[config.mk]
export PLATFORM = sky130hd
export DESIGN_NAME = x86enc_queue
export DESIGN_NICKNAME = d
export VERILOG_FILES = /design/src/x86enc_pkg.sv /design/src/x86enc_queue.sv
export SDC_FILE = /design/constraint.sdc
export NUM_CORES = 1
export LEC_CHECK = 0
export BUFFER_PORTS_ARGS = -buffer_cell sky130_fd_sc_hd__buf_2
export CORE_MARGIN = 2
export CORE_UTILIZATION = 47
export DETAILED_ROUTE_END_ITERATION = 8
export PLACE_DENSITY = 0.73
export SETUP_SLACK_MARGIN = 0.05
export SYNTH_ARGS = -nofsm -noshare
export SYNTH_HDL_FRONTEND = slang
export SYNTH_SLANG_ARGS = --single-unit
[constraint.sdc]
create_clock -name clk -period 5.7 [get_ports clk]
set_clock_uncertainty 0.2 [all_clocks]
set_input_delay 1.14 -clock clk [delete_from_list [all_inputs] [get_ports clk]]
set_output_delay 1.14 -clock clk [all_outputs]
set_load 0.005 [all_outputs]
[src/x86enc_pkg.sv]
// Package: widths, command codes, opcode constants and the shared entry types.
package x86enc_pkg;

  localparam int CMD_W     = 5;
  localparam int REG_W     = 4;
  localparam int VAL_W     = 64;
  localparam int MAX_BYTES = 10;
  localparam int LEN_W     = 4;
  localparam int IDX_W     = 4;

  typedef enum logic [CMD_W-1:0] {
    CMD_PUSH_RBP   = 5'd0,
    CMD_POP_RBP    = 5'd1,
    CMD_MOV_RBP_SP = 5'd2,
    CMD_MOV_SP_RBP = 5'd3,
    CMD_RET        = 5'd4,
    CMD_MOVSD_LD   = 5'd5,
    CMD_MOVSD_ST   = 5'd6,
    CMD_MOVSD_RR   = 5'd7,
    CMD_ADDSD      = 5'd8,
    CMD_SUBSD      = 5'd9,
    CMD_MULSD      = 5'd10,
    CMD_DIVSD      = 5'd11,
    CMD_UCOMISD    = 5'd12,
    CMD_MOV_IMM64  = 5'd13,
    CMD_XOR        = 5'd14,
    CMD_TEST       = 5'd15,
    CMD_JMP        = 5'd16,
    CMD_JE         = 5'd17,
    CMD_JNE        = 5'd18,
    CMD_SETA       = 5'd19,
    CMD_SETAE      = 5'd20,
    CMD_SETB       = 5'd21,
    CMD_SETBE      = 5'd22,
    CMD_SETE       = 5'd23,
    CMD_SETNE      = 5'd24
  } cmd_t;

  localparam logic [7:0] PFX_F2      = 8'hF2;
  localparam logic [7:0] PFX_66      = 8'h66;
  localparam logic [7:0] REX_PLAIN   = 8'h40;
  localparam logic [7:0] REX_W       = 8'h48;
  localparam logic [7:0] REX_R       = 8'h44;
  localparam logic [7:0] REX_B       = 8'h41;
  localparam logic [7:0] ESC_0F      = 8'h0F;
  localparam logic [7:0] MOD_DISP8   = 8'h40;
  localparam logic [7:0] MOD_DISP32  = 8'h80;
  localparam logic [7:0] MOD_REG     = 8'hC0;
  localparam logic [7:0] OP_MOV_IMM  = 8'hB8;
  localparam logic [7:0] OP_JMP      = 8'hE9;
  localparam logic [7:0] SIB_NOINDEX = 8'h24;

  typedef logic [MAX_BYTES-1:0][7:0] byte_buf_t;

  typedef struct packed {
    byte_buf_t         bytes;
    logic [LEN_W-1:0]  len;
  } enc_entry_t;

  typedef struct packed {
    logic       valid;
    enc_entry_t entry;
  } enc_push_t;

  function automatic logic [7:0] sse_opcode(input logic [CMD_W-1:0] cmd);
    logic [7:0] op;
    unique case (cmd)
      CMD_MOVSD_RR: op = 8'h10;
      CMD_ADDSD:    op = 8'h58;
      CMD_SUBSD:    op = 8'h5C;
      CMD_MULSD:    op = 8'h59;
      CMD_DIVSD:    op = 8'h5E;
      default:      op = 8'h2E;
    endcase
    return op;
  endfunction

  function automatic logic [7:0] setcc_opcode(input logic [CMD_W-1:0] cmd);
    logic [7:0] op;
    unique case (cmd)
      CMD_SETA:  op = 8'h97;
      CMD_SETAE: op = 8'h93;
      CMD_SETB:  op = 8'h92;
      CMD_SETBE: op = 8'h96;
      CMD_SETE:  op = 8'h94;
      default:   op = 8'h95;
    endcase
    return op;
  endfunction

endpackage

[src/x86enc_queue.sv]
// Two-entry queue of encoded instructions between front and back end.
module x86enc_queue import x86enc_pkg::*; (
  input  logic       clk,
  input  logic       rst_n,
  input  enc_push_t  push,
  input  logic       pop,
  output logic       full,
  output logic       head_valid,
  output enc_entry_t head
);

  enc_entry_t entries_r [2];
  logic       wr_ptr_r, wr_ptr_nxt;
  logic       rd_ptr_r, rd_ptr_nxt;
  logic [1:0] count_r, count_nxt;
  logic       do_pop;

  assign full       = (count_r == 2'd2);
  assign head_valid = (count_r != 2'd0);
  assign head       = entries_r[rd_ptr_r];
  assign do_pop     = pop && head_valid;

  always_comb begin
    wr_ptr_nxt = wr_ptr_r;
    rd_ptr_nxt = rd_ptr_r;
    count_nxt  = count_r;
    if (push.valid) begin
      wr_ptr_nxt = !wr_ptr_r;
    end
    if (do_pop) begin
      rd_ptr_nxt = !rd_ptr_r;
    end
    if (push.valid && !do_pop) begin
      count_nxt = count_r + 2'd1;
    end else if (!push.valid && do_pop) begin
      count_nxt = count_r - 2'd1;
    end
  end

  always_ff @(posedge clk) begin
    if (!rst_n) begin
      wr_ptr_r <= 1'b0;
      rd_ptr_r <= 1'b0;
      count_r  <= 2'd0;
    end else begin
      wr_ptr_r <= wr_ptr_nxt;
      rd_ptr_r <= rd_ptr_nxt;
      count_r  <= count_nxt;
    end
  end

  always_ff @(posedge clk) begin
    if (push.valid) begin
      entries_r[wr_ptr_r] <= push.entry;
    end
  end

endmodule

* Word level (Yosys, flattened, before mapping)
Memory sizes are Yosys's and may differ from the RTL's. A register that Yosys moved wholly into a read port is not among the register bits.
Index checks and enable logic that the tools add are counted.
** Operators by class
- Mux-type cells :: 6
- Reductions and logical operators :: 9
- Equality and inequality tests :: 1
- Add/subtract/negate cells :: 2
** Operator list (number)
- 1-bit logical NOT :: 4
- 1-bit two-way mux :: 4
- 2-bit two-way mux :: 2
- 2-bit nonzero test :: 2
- 1-bit logical AND :: 3
- 2-bit by 1-bit adder with 2-bit output (second input constant) :: 1
- 2-bit equality test (second input constant) :: 1
- 2-bit by 1-bit subtractor with 2-bit output (second input constant) :: 1
** Storage, ports and cells
- Bits in writable memories :: 168
- Input port bits :: 88
- Word-level logic and storage cells :: 22
- Memories :: 1
- Register bits after elaboration :: 4
- Output and inout port bits :: 86
** Memories
- entries_r :: depth 2, bits a word 84, read ports 1, clocked after Yosys merged registers in 1, write ports 1, RTL line x86enc_queue.sv:12 : enc_entry_t entries_r [2];

* Longest topological paths before layout
- Depth in word-level cells :: 5
- Gate-level depth with buffers :: 5

* Least setup slack after synthesis
Ideal clock, no wire load.
- Path type :: input port to flip-flop
- From :: in push[84] in the netlist's numbering
- To :: mem entries_r[0][0] in the netlist's numbering, enable pin
- Setup slack :: 0.123 ns
- Stages on the path :: 1
- Data arrival time :: 4.840 ns
- Path buffers :: 0
- Library setup time :: 0.538 ns
- Cell sequence :: nor2b_1
** Between the ends
- Cells in the longest elaborated chain, start to end :: 2
** Ends and longest elaborated chain
- from (decl) :: RTL line x86enc_queue.sv:5 : input enc_push_t push,
- 1-bit two-way mux :: RTL line x86enc_queue.sv:53 : if (push.valid) begin
- 1-bit two-way mux (not written as such) :: RTL line x86enc_queue.sv:54 : entries_r[wr_ptr_r] <= push.entry;
- to (decl) :: RTL line x86enc_queue.sv:12
No other way between the ends.

==> metrics.md <==
| Metric | Value |
|---|---|
| Drt pass-1 iters | 4 |
| PortBufs | between 150 and 200 |
| Adder-Cell Fraction of Synth Area | less than 1% |
| Slowest cell on the critical path | dfxtp_4 |
| Gate Count Post-Synth | 283 |
| Number of diodes | 0 |
| PwrDens | roughly 430 nW/um^2 |
| Final net count | 557 |
| Final Max Tran Viols | 0 |
| Wire length per cell | 16.3 um |
| Clock slew at reported path FFs | ~60 ps |
| # IOs | 174 |
| CTS tree | done |
| CTS Buf Count | 17 |
| Synth Area in XOR/XNOR | less than 1% |
| Syn_nets | roughly 370 |
| Die extent in x | between 100 and 150 um |
| RSZ-0062 raised after global routing | false |
| GRT Overall Usage | 15.2% |
| Most used DFF post-synth | edfxtp_1 |
| Fillcell total | a little under 1000 |
| Yosys top cell area share | roughly four fifths |
| Synthesized area | 6300 um^2 |
| Clk root buf | clkbuf_16 |
| Setup_tns | 0 ps |
| Post-synth EDFFs | about 170 |
| Remaining DRCs | 0 |
| CP max FO | 84 |
| Slew Limit Headroom | about a quarter |
| Largest net degree at the start of global routing | 85 |
| Site Rows | 42 |
| Compound-gate portion of the synthesized area | less than 1% |
| Routed wire length | between 10000 and 15000 um |
| Worst Tran Pin Value | 1120 ps |
| Endpoints failing setup | 0 |
| Most numerous cell in the Yosys netlist | edfxtp_1 |
| Simple-Gate Fraction of Synth Area | less than 1% |
| Async set or reset register ratio after synthesis | 0% |
| Status | finished clean |
| Initial DRC count | ~150 |
| #FFs+latches synth | ~170 |
| Period utilisation layout | 60.8% |
| Seq/Total Area, Yosys | roughly four fifths |
| Area Overhead vs Synth | 27.1% |
| Fmax | 0.288 GHz |
| Largest family of logic cells by synthesized area | multiplexers |
| Initial Util | 47.9% |
| Die area | approximately 14000 um^2 |
| ANT nets after route | 0 |
| Vias in the first global route | 3273 |
| Worst min path class | reg2reg |
| Final core utilization | 60.9% |
| Inst Count DP | approximately 630 |
| Worst Setup Start Kind | flip-flop |
| Multiplexer area fraction after synthesis | between 10% and 20% |
| Final hold vios | 0 |
| Leakage | between 2 and 3 nW |
| # Max-Cap Violations | 0 |
| Non-Filler Instances | approximately 660 |
| H-tree levels | 4 |
| Final HPWL DP | between 6000 and 7000 um |
| Global-route wire length before repair | 16200 um |
| CTS max path bufs | 2 |
| Final min period | between 3000 and 4000 ps |
| Core ar. | about 13000 um^2 |
| Post-synth cell types | 17 |
| CP max stage delay | between 1000 and 1500 ps |
| Ys Warns | 0 |
| Die Y | about 120 um |
| Post-cts sizing count | 0 |
| # hold bufs at CTS | 0 |
| Critical Path AT | 2130 ps |
| Initial antenna violation count | 0 |
| Avg Cell Area, Syn | 22.2 um^2 |
| Post-synth top area cell | edfxtp_1 |
| Crit-path cells | mux2_2 -> buf_2 |
| Critical path class | reg2out |
| Synth top cells by count | edfxtp_1, mux2_2, buf_6, dfxtp_1, and2_1 |
| Top cells by area, synth | edfxtp_1, mux2_2, dfxtp_1 |
| Layout cell share with drive strength beyond 1 | 60.7% |
| Num Clock Sinks | around 170 |
| Hold_ws | about 320 ps |
| Post-CTS Setup Repair Bufs | 0 |
| Gpl congestion | 0.697 |
| Worst vdd ir | between 0.4 and 0.5 mV |
| Global route overflow | 0 |
| Critical Path RT | about 4400 ps |
| Via density | 4.82 |
| DR vias | ~3200 |
| Setup crit end kind | output pin |
| Clk_lat worst skew | 420 ps |
## routing by layer
metal  part of all wire [%]  up-vias  wire length [um]  global-route usage (%)
li1                       -     1490                 -                       -
met1                     42     1547              4480                    17.8
met2                     49      114              5230                    25.0
met3                    7.4       17               794                    5.85
met4                    1.8        0               191                    6.62
met5                      0        -                 0                       0
## metrics by stage
step	total power [mW]	setup WS [ps]	instance area, um^2
3_5_place_dp	2.17	2590	7340
4_1_cts	3.46	2200	8000
2_1_floorplan	1.95	123	6300
3_3_place_gp	2.16	2610	7340
6_report	3.41	2230	8000
5_1_grt	3.55	2110	8000
## cell type report
class / count / area, um^2 / share of cell area, %
clock inverters: 11 / 214 / 2.67
well taps: 176 / 220 / 2.75
repair buffers: 175 / 893 / 11.2
multi-input cells: 101 / 1080 / 13.4
clock buffers: 21 / 450 / 5.63
flip-flops and latches: 173 / 5150 / 64.3
## report_power, final
group          switching (mW)  internal [mW]  total [mW]
clock                   0.447          0.834        1.28
combinational           0.188          0.348       0.536
sequential              0.116           1.48        1.60
## layout by cell type (no fill, tap or decap), drive strengths merged
master and count:
clkbuf 21, dfxtp 5, inv 1, a21boi 1, o21ai 2, xor2 1
nor2b 3, or2 1, mux2 84, ha 1, bufinv 6, clkinvlp 2
or3 1, edfxtp 168, buf 175, o21a 1, xnor2 2, and2 4
clkinv 2
## final timing paths
kind                            from                         end  slack (ps)  cells after the start
max                        flip-flop                     head[6]        2230                      2
min          count_r[1]$_SDFFE_PN0P_     count_r[1]$_SDFFE_PN0P_         320                      2
max reg2reg    wr_ptr_r$_SDFFE_PN0P_  entries_r[1][79]$_DFFE_PP_        3570                      2
min reg2reg  count_r[1]$_SDFFE_PN0P_     count_r[1]$_SDFFE_PN0P_         320                      2
## critical path, delay by kind of cell, from the launching register on
| kind | cells | cell delay, ps |
|---|---|---|
| DFF | 1 | 1050 |
| buffers and inverters | 1 | 130 |
| muxes | 1 | 430 |
## cell families (layout without fill, tap and decap cells)
group	Yosys count	after routing
DFF	173	173
and+or+nand+nor	9	9
AOI/OAI and AO/OA	4	4
xor gates and xnor gates	3	3
muxes	84	84
buffers and inverters	9	207
adders and majority gates	1	1
## registers in the layout (all words and copies together) (netlist names), named ones only
register / cells
wr_ptr_r: 1
rd_ptr_r: 1
count_r: 2
entries_r: 168
Note: power is estimated with default switching activity, not from simulation.
