`src/x86enc_pkg.sv`:
```
// Package: widths, command codes, opcode constants and the shared entry types.
package x86enc_pkg;

  localparam int CMD_W     = 5;
  localparam int REG_W     = 4;
  localparam int VAL_W     = 64;
  localparam int MAX_BYTES = 10;
  localparam int LEN_W     = 4;
  localparam int IDX_W     = 4;

  typedef enum logic [CMD_W-1:0] {
    CMD_PUSH_RBP   = 5'd0,
    CMD_POP_RBP    = 5'd1,
    CMD_MOV_RBP_SP = 5'd2,
    CMD_MOV_SP_RBP = 5'd3,
    CMD_RET        = 5'd4,
    CMD_MOVSD_LD   = 5'd5,
    CMD_MOVSD_ST   = 5'd6,
    CMD_MOVSD_RR   = 5'd7,
    CMD_ADDSD      = 5'd8,
    CMD_SUBSD      = 5'd9,
    CMD_MULSD      = 5'd10,
    CMD_DIVSD      = 5'd11,
    CMD_UCOMISD    = 5'd12,
    CMD_MOV_IMM64  = 5'd13,
    CMD_XOR        = 5'd14,
    CMD_TEST       = 5'd15,
    CMD_JMP        = 5'd16,
    CMD_JE         = 5'd17,
    CMD_JNE        = 5'd18,
    CMD_SETA       = 5'd19,
    CMD_SETAE      = 5'd20,
    CMD_SETB       = 5'd21,
    CMD_SETBE      = 5'd22,
    CMD_SETE       = 5'd23,
    CMD_SETNE      = 5'd24
  } cmd_t;

  localparam logic [7:0] PFX_F2      = 8'hF2;
  localparam logic [7:0] PFX_66      = 8'h66;
  localparam logic [7:0] REX_PLAIN   = 8'h40;
  localparam logic [7:0] REX_W       = 8'h48;
  localparam logic [7:0] REX_R       = 8'h44;
  localparam logic [7:0] REX_B       = 8'h41;
  localparam logic [7:0] ESC_0F      = 8'h0F;
  localparam logic [7:0] MOD_DISP8   = 8'h40;
  localparam logic [7:0] MOD_DISP32  = 8'h80;
  localparam logic [7:0] MOD_REG     = 8'hC0;
  localparam logic [7:0] OP_MOV_IMM  = 8'hB8;
  localparam logic [7:0] OP_JMP      = 8'hE9;
  localparam logic [7:0] SIB_NOINDEX = 8'h24;

  typedef logic [MAX_BYTES-1:0][7:0] byte_buf_t;

  typedef struct packed {
    byte_buf_t         bytes;
    logic [LEN_W-1:0]  len;
  } enc_entry_t;

  typedef struct packed {
    logic       valid;
    enc_entry_t entry;
  } enc_push_t;

  function automatic logic [7:0] sse_opcode(input logic [CMD_W-1:0] cmd);
    logic [7:0] op;
    unique case (cmd)
      CMD_MOVSD_RR: op = 8'h10;
      CMD_ADDSD:    op = 8'h58;
      CMD_SUBSD:    op = 8'h5C;
      CMD_MULSD:    op = 8'h59;
      CMD_DIVSD:    op = 8'h5E;
      default:      op = 8'h2E;
    endcase
    return op;
  endfunction

  function automatic logic [7:0] setcc_opcode(input logic [CMD_W-1:0] cmd);
    logic [7:0] op;
    unique case (cmd)
      CMD_SETA:  op = 8'h97;
      CMD_SETAE: op = 8'h93;
      CMD_SETB:  op = 8'h92;
      CMD_SETBE: op = 8'h96;
      CMD_SETE:  op = 8'h94;
      default:   op = 8'h95;
    endcase
    return op;
  endfunction

endpackage

```
`src/x86enc_if.sv`:
```


interface x86enc_byte_if;
  logic       valid;
  logic       ready;
  logic [7:0] code_byte;
  logic       last_byte;

  modport source(output valid, code_byte, last_byte, input ready);
  modport sink(input valid, code_byte, last_byte, output ready);
endinterface

```
`src/x86enc_back.sv`:
```
// Back end: serializes the head entry into one registered code byte per transfer.
module x86enc_back import x86enc_pkg::*; (
  input  logic                clk,
  input  logic                rst_n,
  input  logic                head_valid,
  input  enc_entry_t          head,
  output logic                pop,
  x86enc_byte_if.source       out_byte
);

  logic [IDX_W-1:0] idx_r, idx_nxt;
  logic             out_valid_r, out_valid_nxt;
  logic [7:0]       code_byte_r;
  logic             last_byte_r;
  logic             load, is_last;

  assign load    = head_valid && (!out_valid_r || out_byte.ready);
  assign is_last = (idx_r == IDX_W'(head.len - 1'b1));
  assign pop     = load && is_last;

  always_comb begin
    idx_nxt       = idx_r;
    out_valid_nxt = out_valid_r;
    if (out_byte.ready) begin
      out_valid_nxt = 1'b0;
    end
    if (load) begin
      out_valid_nxt = 1'b1;
      idx_nxt       = is_last ? '0 : idx_r + 1'b1;
    end
  end

  always_ff @(posedge clk) begin
    if (!rst_n) begin
      idx_r       <= '0;
      out_valid_r <= 1'b0;
    end else begin
      idx_r       <= idx_nxt;
      out_valid_r <= out_valid_nxt;
    end
  end

  always_ff @(posedge clk) begin
    if (load) begin
      code_byte_r <= head.bytes[idx_r];
      last_byte_r <= is_last;
    end
  end

  assign out_byte.valid     = out_valid_r;
  assign out_byte.code_byte = code_byte_r;
  assign out_byte.last_byte = last_byte_r;

endmodule
```
`src/flat_wrapper.sv`:
```
// flat-port wrapper written by rule: the top's interface ports become plain ports
module x86enc_back_flat import x86enc_pkg::*;
  (clk, rst_n, head_valid, head, pop, out_byte_valid, out_byte_code_byte, out_byte_last_byte, out_byte_ready);
  x86enc_byte_if out_byte_i ();
  input  logic clk;
  input  logic rst_n;
  input  logic head_valid;
  input  enc_entry_t head;
  output logic pop;
  output wire logic [$bits(out_byte_i.valid)-1:0] out_byte_valid;
  output wire logic [$bits(out_byte_i.code_byte)-1:0] out_byte_code_byte;
  output wire logic [$bits(out_byte_i.last_byte)-1:0] out_byte_last_byte;
  input wire logic [$bits(out_byte_i.ready)-1:0] out_byte_ready;
  assign out_byte_valid = out_byte_i.valid;
  assign out_byte_code_byte = out_byte_i.code_byte;
  assign out_byte_last_byte = out_byte_i.last_byte;
  assign out_byte_i.ready = out_byte_ready;
  x86enc_back u_core (.clk(clk), .rst_n(rst_n), .head_valid(head_valid), .head(head), .pop(pop), .out_byte(out_byte_i));
endmodule
```
`config.mk`:
```
export PLATFORM = sky130hd
export DESIGN_NAME = x86enc_back_flat
export DESIGN_NICKNAME = d
export VERILOG_FILES = /design/src/x86enc_pkg.sv /design/src/x86enc_if.sv /design/src/x86enc_back.sv /design/src/flat_wrapper.sv
export SDC_FILE = /design/constraint.sdc
export NUM_CORES = 1
export LEC_CHECK = 0
export BUFFER_PORTS_ARGS = -buffer_cell sky130_fd_sc_hd__buf_2
export CORE_MARGIN = 10
export CORE_UTILIZATION = 35
export CTS_CLUSTER_DIAMETER = 200
export CTS_CLUSTER_SIZE = 24
export DETAILED_ROUTE_END_ITERATION = 10
export PLACE_DENSITY = 0.8
export SLEW_MARGIN = 40
export SYNTH_ARGS = -nofsm -noshare
export SYNTH_HDL_FRONTEND = slang
export SYNTH_SLANG_ARGS = --single-unit
```
`constraint.sdc`:
```
create_clock -name clk -period 1.5 [get_ports clk]
set_input_delay 0.15 -clock clk [delete_from_list [all_inputs] [get_ports clk]]
set_output_delay 0.15 -clock clk [all_outputs]
set_load 0.02 [all_outputs]
```
# == Yosys cells after proc, flatten, opt, wreduce, memory -nomap -nowiden ==
# Cells that the tools add are included.
# word_totals
regBits,14
word_cells,18
inputBits,88
# classes
muxes,5
n_reduce_logical,5
eq_ne,1
n_lt_le_gt_ge,1
n_addsub,2
# op_table
op,count
8-bit binary-select mux with 4-bit select,1
8-bit two-way mux,1
"4-bit by 5-bit less-than comparator with 1-bit output, second input constant",1
"4-bit by 1-bit adder with 4-bit output, second input constant",1
4-bit == test,1
4-bit two-way mux,1
"4-bit by 1-bit subtractor with 4-bit output, second input constant",1
1-bit logical AND,2
1-bit two-way mux,2
2-bit nonzero test,1
1-bit zero test,1
1-bit logical OR,1

# == Logic depth before layout (Yosys ltp) ==
# Gate-level depths: netlist (run 1).
# logic_depth
ltp_word,4
ltp_mapped,6
mapped_depth_nobuf,6

# == Worst setup path before layout (run 1) ==
# No wires, ideal clock.
# synth_timing
path_kind,register to register
from,register u_core.idx_r[0]
to,"register u_core.code_byte_r[4], in the netlist u_core.out_byte.code_byte[4] (data pin)"
arrival_time_ns,1.351
setup_slack_ns,-0.112
path_stages_with_launch,6
required_time_ns,1.239
cell_sequence,dfxtp_1 -> buf_6 -> buf_12 -> mux4_2 -> a22oi_1 -> o21ai_1
# synth_between
elab_chain_cells,2
# synth_lines
element,line_no,text
from (decl),x86enc_back.sv:11,"logic [IDX_W-1:0] idx_r, idx_nxt;"
from (signal assigned),x86enc_back.sv:38,idx_r <= idx_nxt;
8-bit binary-select mux with 4-bit select,x86enc_back.sv:45,code_byte_r <= head.bytes[idx_r];
8-bit two-way mux (not written as such),x86enc_back.sv:45,
to (signal assigned),x86enc_back.sv:45,
to (decl),x86enc_back.sv:13,logic [7:0] code_byte_r;
# Every way passes these cells. The select of a mux whose other input is x is not followed.
# A chain may end at the register's enable or synchronous reset.

# == Worst setup path after layout (run 1) ==
# layout_timing
from,register u_core.idx_r[0]
to,"register u_core.code_byte_r[3], in the netlist u_core.out_byte.code_byte[3] (data pin)"
# The elaborated chain is that of the path after synthesis.

==> metrics.yaml, run 1 <==
status: "finished with violations"
violations: "negative setup slack"
drt_iter0_markers: 66
port_buffers: 98
reg2reg_to: "u_core.out_byte.code_byte[3]"
pwr-share-seq_pct: 34.3
antenna_cells: 0
synth-edff-count: 9
combPwrFrac_pct: 48.2
crit_end: "u_core.out_byte.code_byte[3]"
place.gp.congestion: 0.801
antenna_found_initial: 0
slowest_stage: "mux4_2"
final.setup.tns_ps: -864
synth_top_flop_cell: "edfxtp_1"
tritoncts: "yes"
synth_nets: 184
layout-drive-gt1-share_pct: 73.3
nets: 301
min_period_ps: 1640
netSwitchingPower_w: 0.000440
synth.ff_latch_count: 14
tightest_slew_ps: 493
worstPathMaxFanout: 6
io_pins: 99
wirelength_um: 4950
grtUsageTotal_pct: 15.3
total_power_w: 0.00137
clkSlewWorstSetupHoldPaths_ps: 100
ys_types: 26
vias_per_cell: 5.11
yosysTopAreaCell: "edfxtp_1"
ir_drop_uv: 378
initial_core_util_pct: 36.4
syn2layout_area_growth_pct: 63.9
cellInternalPower_w: 0.000933
ys.warnings.count: 0
worst_r2r_startpoint: "u_core.idx_r[0]"
numCtsBuffers: 3
synth_cells: 94
setup.worst_path.start: "u_core.idx_r[0]"
fp.dieW_um: 79.2
stdcell_count: 256
cts.sinks: 14
drcViolationCount: 0
synth_most_common_cell: "mux4_2"
final_hold_viol_count: 0
grt_pass1_wl_um: 7550
grt-ovfl-total: 0
crit_buf_inv: 2
crit_path_max_incr_delay_ps: 480
cap_violations: 0
via_count: 1307
start_kind: "flip-flop"
setup_slack_ps: -141
hpwl_um: 4060
power_frac_clock_pct: 17.4
min_path_type: "input port to flip-flop"
worst-r2r-cell-count: 5
powerDensity_mw_per_mm2: 684
endpoint_kind: "flip-flop"
required_ps: 1540
crit_path_cell_trace: "buf_4 -> clkbuf_16 -> mux4_2 -> a22oi_1 -> o21ai_1"
p_sw_share_pct: 32.0
cp_top_family: "multiplexers"
dr.pass1.iters: 4
core_mm2: 0.00336
setup_viol: 8
holdWs_ps: 143
fmax_mhz: 609
fin_util_pct: 59.7
cts_max_path_buffers: 2
crit_type: "flip-flop to flip-flop"
hold_buffers: 0
synthArstFlopShare_pct: 0
ys_seq_area_share_pct: 30.2
p_leak_nw: 0.924
num_rows: 21
fill_cells: 318
grt_max_degree: 20
slew_violations: 0
netlist_area_mm2: 0.00122
cp.depth: 5
dp_cells: 241
cts_max_level: 1
synth_top_area_share_pct: 22.1
cp.arrival_ps: 1690
syn_area_per_cell_um2: 13.0
r2r_setup_slack_ps: -140
drtAntennaViolNets: 0
design.die.area_mm2: 0.00627
insertion_delay_ps: 300
maxSlewHeadroom_pct: 67.0
rsz0062_at_grt: "true"
root_buffer: "clkbuf_4"
skew_ps: 5.84
ys_top_cells_by_count: "12 x mux4_2, 9 x edfxtp_1, 9 x mux2i_1, 8 x a22oi_1, 6 x o21ai_0"
die_h_um: 79.2
grt_pass1_vias: 1534
period_share_pct: 109
wire_per_inst_um: 19.3
ys_top_cells_by_area: "edfxtp_1 22%, mux4_2 22%, mux4_1 8.6%"
## power groups by stage
stage	Sequential [W]	Combinational [W]	Clock (W)
final	0.000471	0.000662	0.000239
after global routing	0.000475	0.000716	0.000245
after CTS	0.000471	0.000600	0.000232
after detailed placement	0.000480	0.000552	0
after global placement	0.000480	0.000537	0
after floorplan	0.000512	0.000307	0
## placed cells by master (no fill, tap or decap), types with 3 or more instances in the layout
cell type | synthesis | layout
nor3b_1 | 4 | 4
edfxtp_1 | 9 | 9
buf_2 | 3 | 97
clkbuf_4 | 0 | 3
buf_4 | 1 | 17
dfxtp_1 | 5 | 3
o21ai_1 | 2 | 8
inv_1 | 4 | 4
mux2i_1 | 9 | 8
xor2_1 | 5 | 5
a22oi_2 | 0 | 7
mux4_2 | 12 | 16
## final cells by class
class | count | area, um^2 | share of cell area (%)
Clock inverter | 1 | 3.75 | 0.187
Clock buffer | 3 | 22.5 | 1.12
Inverter | 4 | 15.0 | 0.748
Sequential cell | 14 | 375 | 18.7
Tap cell | 46 | 57.6 | 2.87
Multi-Input combinational cell | 70 | 845 | 42.1
Timing Repair Buffer | 118 | 689 | 34.3
## worst min path at each step
stage	startpoint	end	slack, ps	depth (start not counted)
after floorplan	head_valid	u_core.out_byte.valid	290	2
after global placement	head_valid	u_core.out_byte.valid	440	3
after detailed placement	head_valid	u_core.out_byte.valid	440	3
after CTS	head_valid	u_core.out_byte.valid	140	3
after global routing	rst_n	u_core.idx_r[3]	140	2
final	rst_n	u_core.idx_r[3]	140	2
## cells by family after synthesis
logic type	count (synthesis)	synth area share, %
xor gates and xnor gates	9	6.43
DFF	14	30.2
adders and majority gates	2	2.04
and+or+nand+nor	17	8.89
muxes	25	38.0
buffers and inverters	10	5.62
AOI/OAI and AO/OA	17	8.79
## through the flow
| stage | instance area [um^2] | worst slack, ps |
|---|---|---|
| 6_report | 2010 | -141 |
| 3_3_place_gp | 1810 | -65.7 |
| 2_1_floorplan | 1230 | -91.4 |
| 4_1_cts | 1910 | -121 |
| 3_5_place_dp | 1810 | -104 |
| 5_1_grt | 2010 | -207 |
## layer usage
layer	part of all wire, %	GRT usage [%]	routed length, um	vias up
met5	0	0	0	-
met4	1.2	5.73	61	0
met3	9.6	5.18	477	4
met2	51	27.2	2550	75
met1	38	16.3	1870	619
li1	-	-	-	609
## worst reg2reg max path, stage by stage (launching register included)
cell       delay, ps
dfxtp_4          380
buf_4            120
clkbuf_16        140
mux4_2           480
a22oi_1          180
o21ai_1           80
## sequential cells by signal, summed over array words and instances (netlist names)
| name | count |
|---|---|
| u_core.out_byte.valid | 1 |
| u_core.out_byte.code_byte | 8 |
| u_core.out_byte.last_byte | 1 |
| u_core.idx_r | 4 |
## repair_timing
action	4_1_cts	5_1_grt
pin swaps	3	4
setup endpoints to repair	9	12
resized for setup	13	9
buffers inserted	6	5
gates cloned	0	1
No activity file was read; power rests on OpenSTA's default activity.
==> inputs of run 2 (changes only) <==
CORE_UTILIZATION = 39   (was 35)
PLACE_DENSITY = 0.84   (was 0.8)
clock period = 1.8 ns   (was 1.5 ns; I/O delays follow)
==> run 2 against run 1 <==
Against the previous run:
- the flow now finishes without violations
- total power down 24%
- setup slack better by 160 ps
- die area decreased by 7.7%
- clock skew down 3.4 ps
- sequential power fell by 17%
- global-route usage fell by 0.95 points
- sequential share of layout area increased by 1.4 points
- critical path depth stayed put
- final area shrank 7.1%
- largest power group unchanged
==> metrics.yaml, run 2 (synthesis gave the netlist of run 1 again) <==
antenna_cells: 0  # unchanged
fp.dieW_um: 76.0  # -3.9%
largest_reg_flops: 8  # unchanged
layout_commonest_cell: "buf_2"
dp_cells: 235  # -2.5%
crit_path_max_incr_delay_ps: 370  # -110 ps
clkSlewWorstSetupHoldPaths_ps: 90  # about the same
syn2layout_area_growth_pct: 52.3
drt_iter0_markers: 32  # -52%
slowest_stage: "dfxtp_4"
powerDensity_mw_per_mm2: 562  # -18%
setup_viol: 0  # -8
io_pins: 99  # unchanged
vias_per_cell: 5.03  # -1.4%
start_kind: "flip-flop"
grtUsageTotal_pct: 14.4  # -0.95 points
initial_core_util_pct: 40.5  # +4.0 points
num_rows: 20  # -4.8%
drcViolationCount: 0  # unchanged
place.gp.congestion: 0.795  # -0.77%
antenna_found_initial: 0  # unchanged
slew_violations: 0  # unchanged
worstPathMaxFanout: 4  # -2
design.die.area_mm2: 0.00578  # -7.7%
fin_area_mm2: 0.00187  # -7.1%
seqCellArea_um2: 375  # unchanged
mostFrequentLayoutCells: "97 x buf_2, 12 x mux4_2, 9 x mux2i_1, 9 x buf_4, 9 x edfxtp_1"
dr.pass1.iters: 4  # unchanged
required_ps: 1620  # +80 ps
crit_buf_inv: 2  # unchanged
drtAntennaViolNets: 0  # unchanged
cap_violations: 0  # unchanged
cp_top_family: "simple AND/OR/NAND/NOR gates"
cp.arrival_ps: 1600  # -90 ps
die_h_um: 76.0  # -3.9%
status: "finished, final reports clean"
grt_pass1_vias: 1393  # -9.2%
rsz0062_at_grt: "true"
min_period_ps: 1780
p_leak_nw: 0.875  # -5.2%
stdcell_count: 245  # -4.3%
port_buffers: 98  # unchanged
grt-ovfl-total: 0  # unchanged
grt_pass1_wl_um: 6880  # -8.9%
layout-drive-gt1-share_pct: 63.2  # -10 points
maxSlewHeadroom_pct: 60.9  # -6.1 points
fin_util_pct: 61.6  # +1.9 points
root_buffer: "clkbuf_4"
tritoncts: "yes"
crit_path_cell_trace: "buf_8 -> xor2_1 -> nand2_1 -> nor4_4 -> buf_4"
tightest_slew_ps: 585  # +92.1 ps
hpwl_um: 3760  # -7.3%
wire_per_inst_um: 18.2  # -6.2%
numCtsBuffers: 3  # unchanged
cts_max_path_buffers: 2  # unchanged
crit_type: "flip-flop to output pin"
wirelength_um: 4450  # -10%
period_share_pct: 98.8
skew_ps: 2.47  # -3.37 ps
final.setup.tns_ps: 0  # +864 ps
final_hold_viol_count: 0  # unchanged
postPlaceCellArea_mm2: 0.00178  # -1.8%
holdWs_ps: 178  # +35.3 ps
fmax_mhz: 562
min_path_type: "input port to flip-flop"
cts.sinks: 14  # unchanged
ir_drop_uv: 266  # -30%
insertion_delay_ps: 280  # -20 ps
nets: 292  # -3.0%
grt_max_degree: 20  # unchanged
endpoint_kind: "output pin"
cts_max_level: 1  # unchanged
fill_cells: 251  # -21%
core_mm2: 0.00303  # -10%
multi_input_area_um2: 786  # -7.0%
via_count: 1233  # -5.7%
## run 2: changes by cell type in the layout (fill, tap and decap cells not counted), moves of 4 or more
cell     change
mux4_1       +4
o21ai_1      -6
mux4_2       -4
buf_4        -8
o21ai_0      +6
a22oi_1      +7
a22oi_2      -7
## run 2: timing repair
action,CTS,global route
hold buffers,0,0
setup endpoints to repair,1,1
gates resized for setup,2,3
buffers inserted,0,6
pin swaps,1,2
## run 2: worst paths after layout
check | startpoint | endpoint | slack, ps | cells after the start
worst min-delay path | head_valid | u_core.out_byte.valid | 180 | 3
worst max register to register | u_core.idx_r[0] | u_core.out_byte.code_byte[3] | 110 | 4
worst max-delay path | u_core.idx_r[0] | pop | 20 | 5
worst min register to register | u_core.out_byte.valid | u_core.out_byte.valid | 600 | 2
## run 2: layout make-up
class	count	area share (%)
clock buffers	3	1.21
clock inverters	1	0.201
inverters	4	0.805
multi-input cells	70	42.1
flip-flops and latches	14	20.1
well taps	44	2.95
repair buffers	109	32.6
## run 2: metrics by stage
| stage | total power (W) | worst slack (ps) |
|---|---|---|
| finish | 0.00105 | 21.8 |
| global route | 0.00112 | -91.1 |
| CTS | 0.00102 | 41.3 |
| global placement | 0.000832 | 168 |
| floorplan | 0.000678 | 188 |
| detailed placement | 0.000842 | 139 |
## run 2: worst register-to-register path: stages (launching register included)
cell and delay (ps):
dfxtp_4 380, buf_12 150, mux4_1 570, a22oi_1 220
o21ai_0 130
## run 2: metal layers
metal	up-vias	track usage (%)	wire length, um
met5	-	0	0
met3	2	4.48	378
li1	596	-	-
met4	0	5.68	41
met1	564	17.3	1940
met2	71	23.2	2090
## run 2: report_power, final
group / switching [W] / leakage [nW] / internal, W / total [W]
logic: 0.000201 / 0.730 / 0.000269 / 0.000470
registers: 0.0000133 / 0.130 / 0.000379 / 0.000392
clock network: 0.000105 / 0.0154 / 0.0000803 / 0.000185
total: 0.000320 / 0.875 / 0.000728 / 0.00105
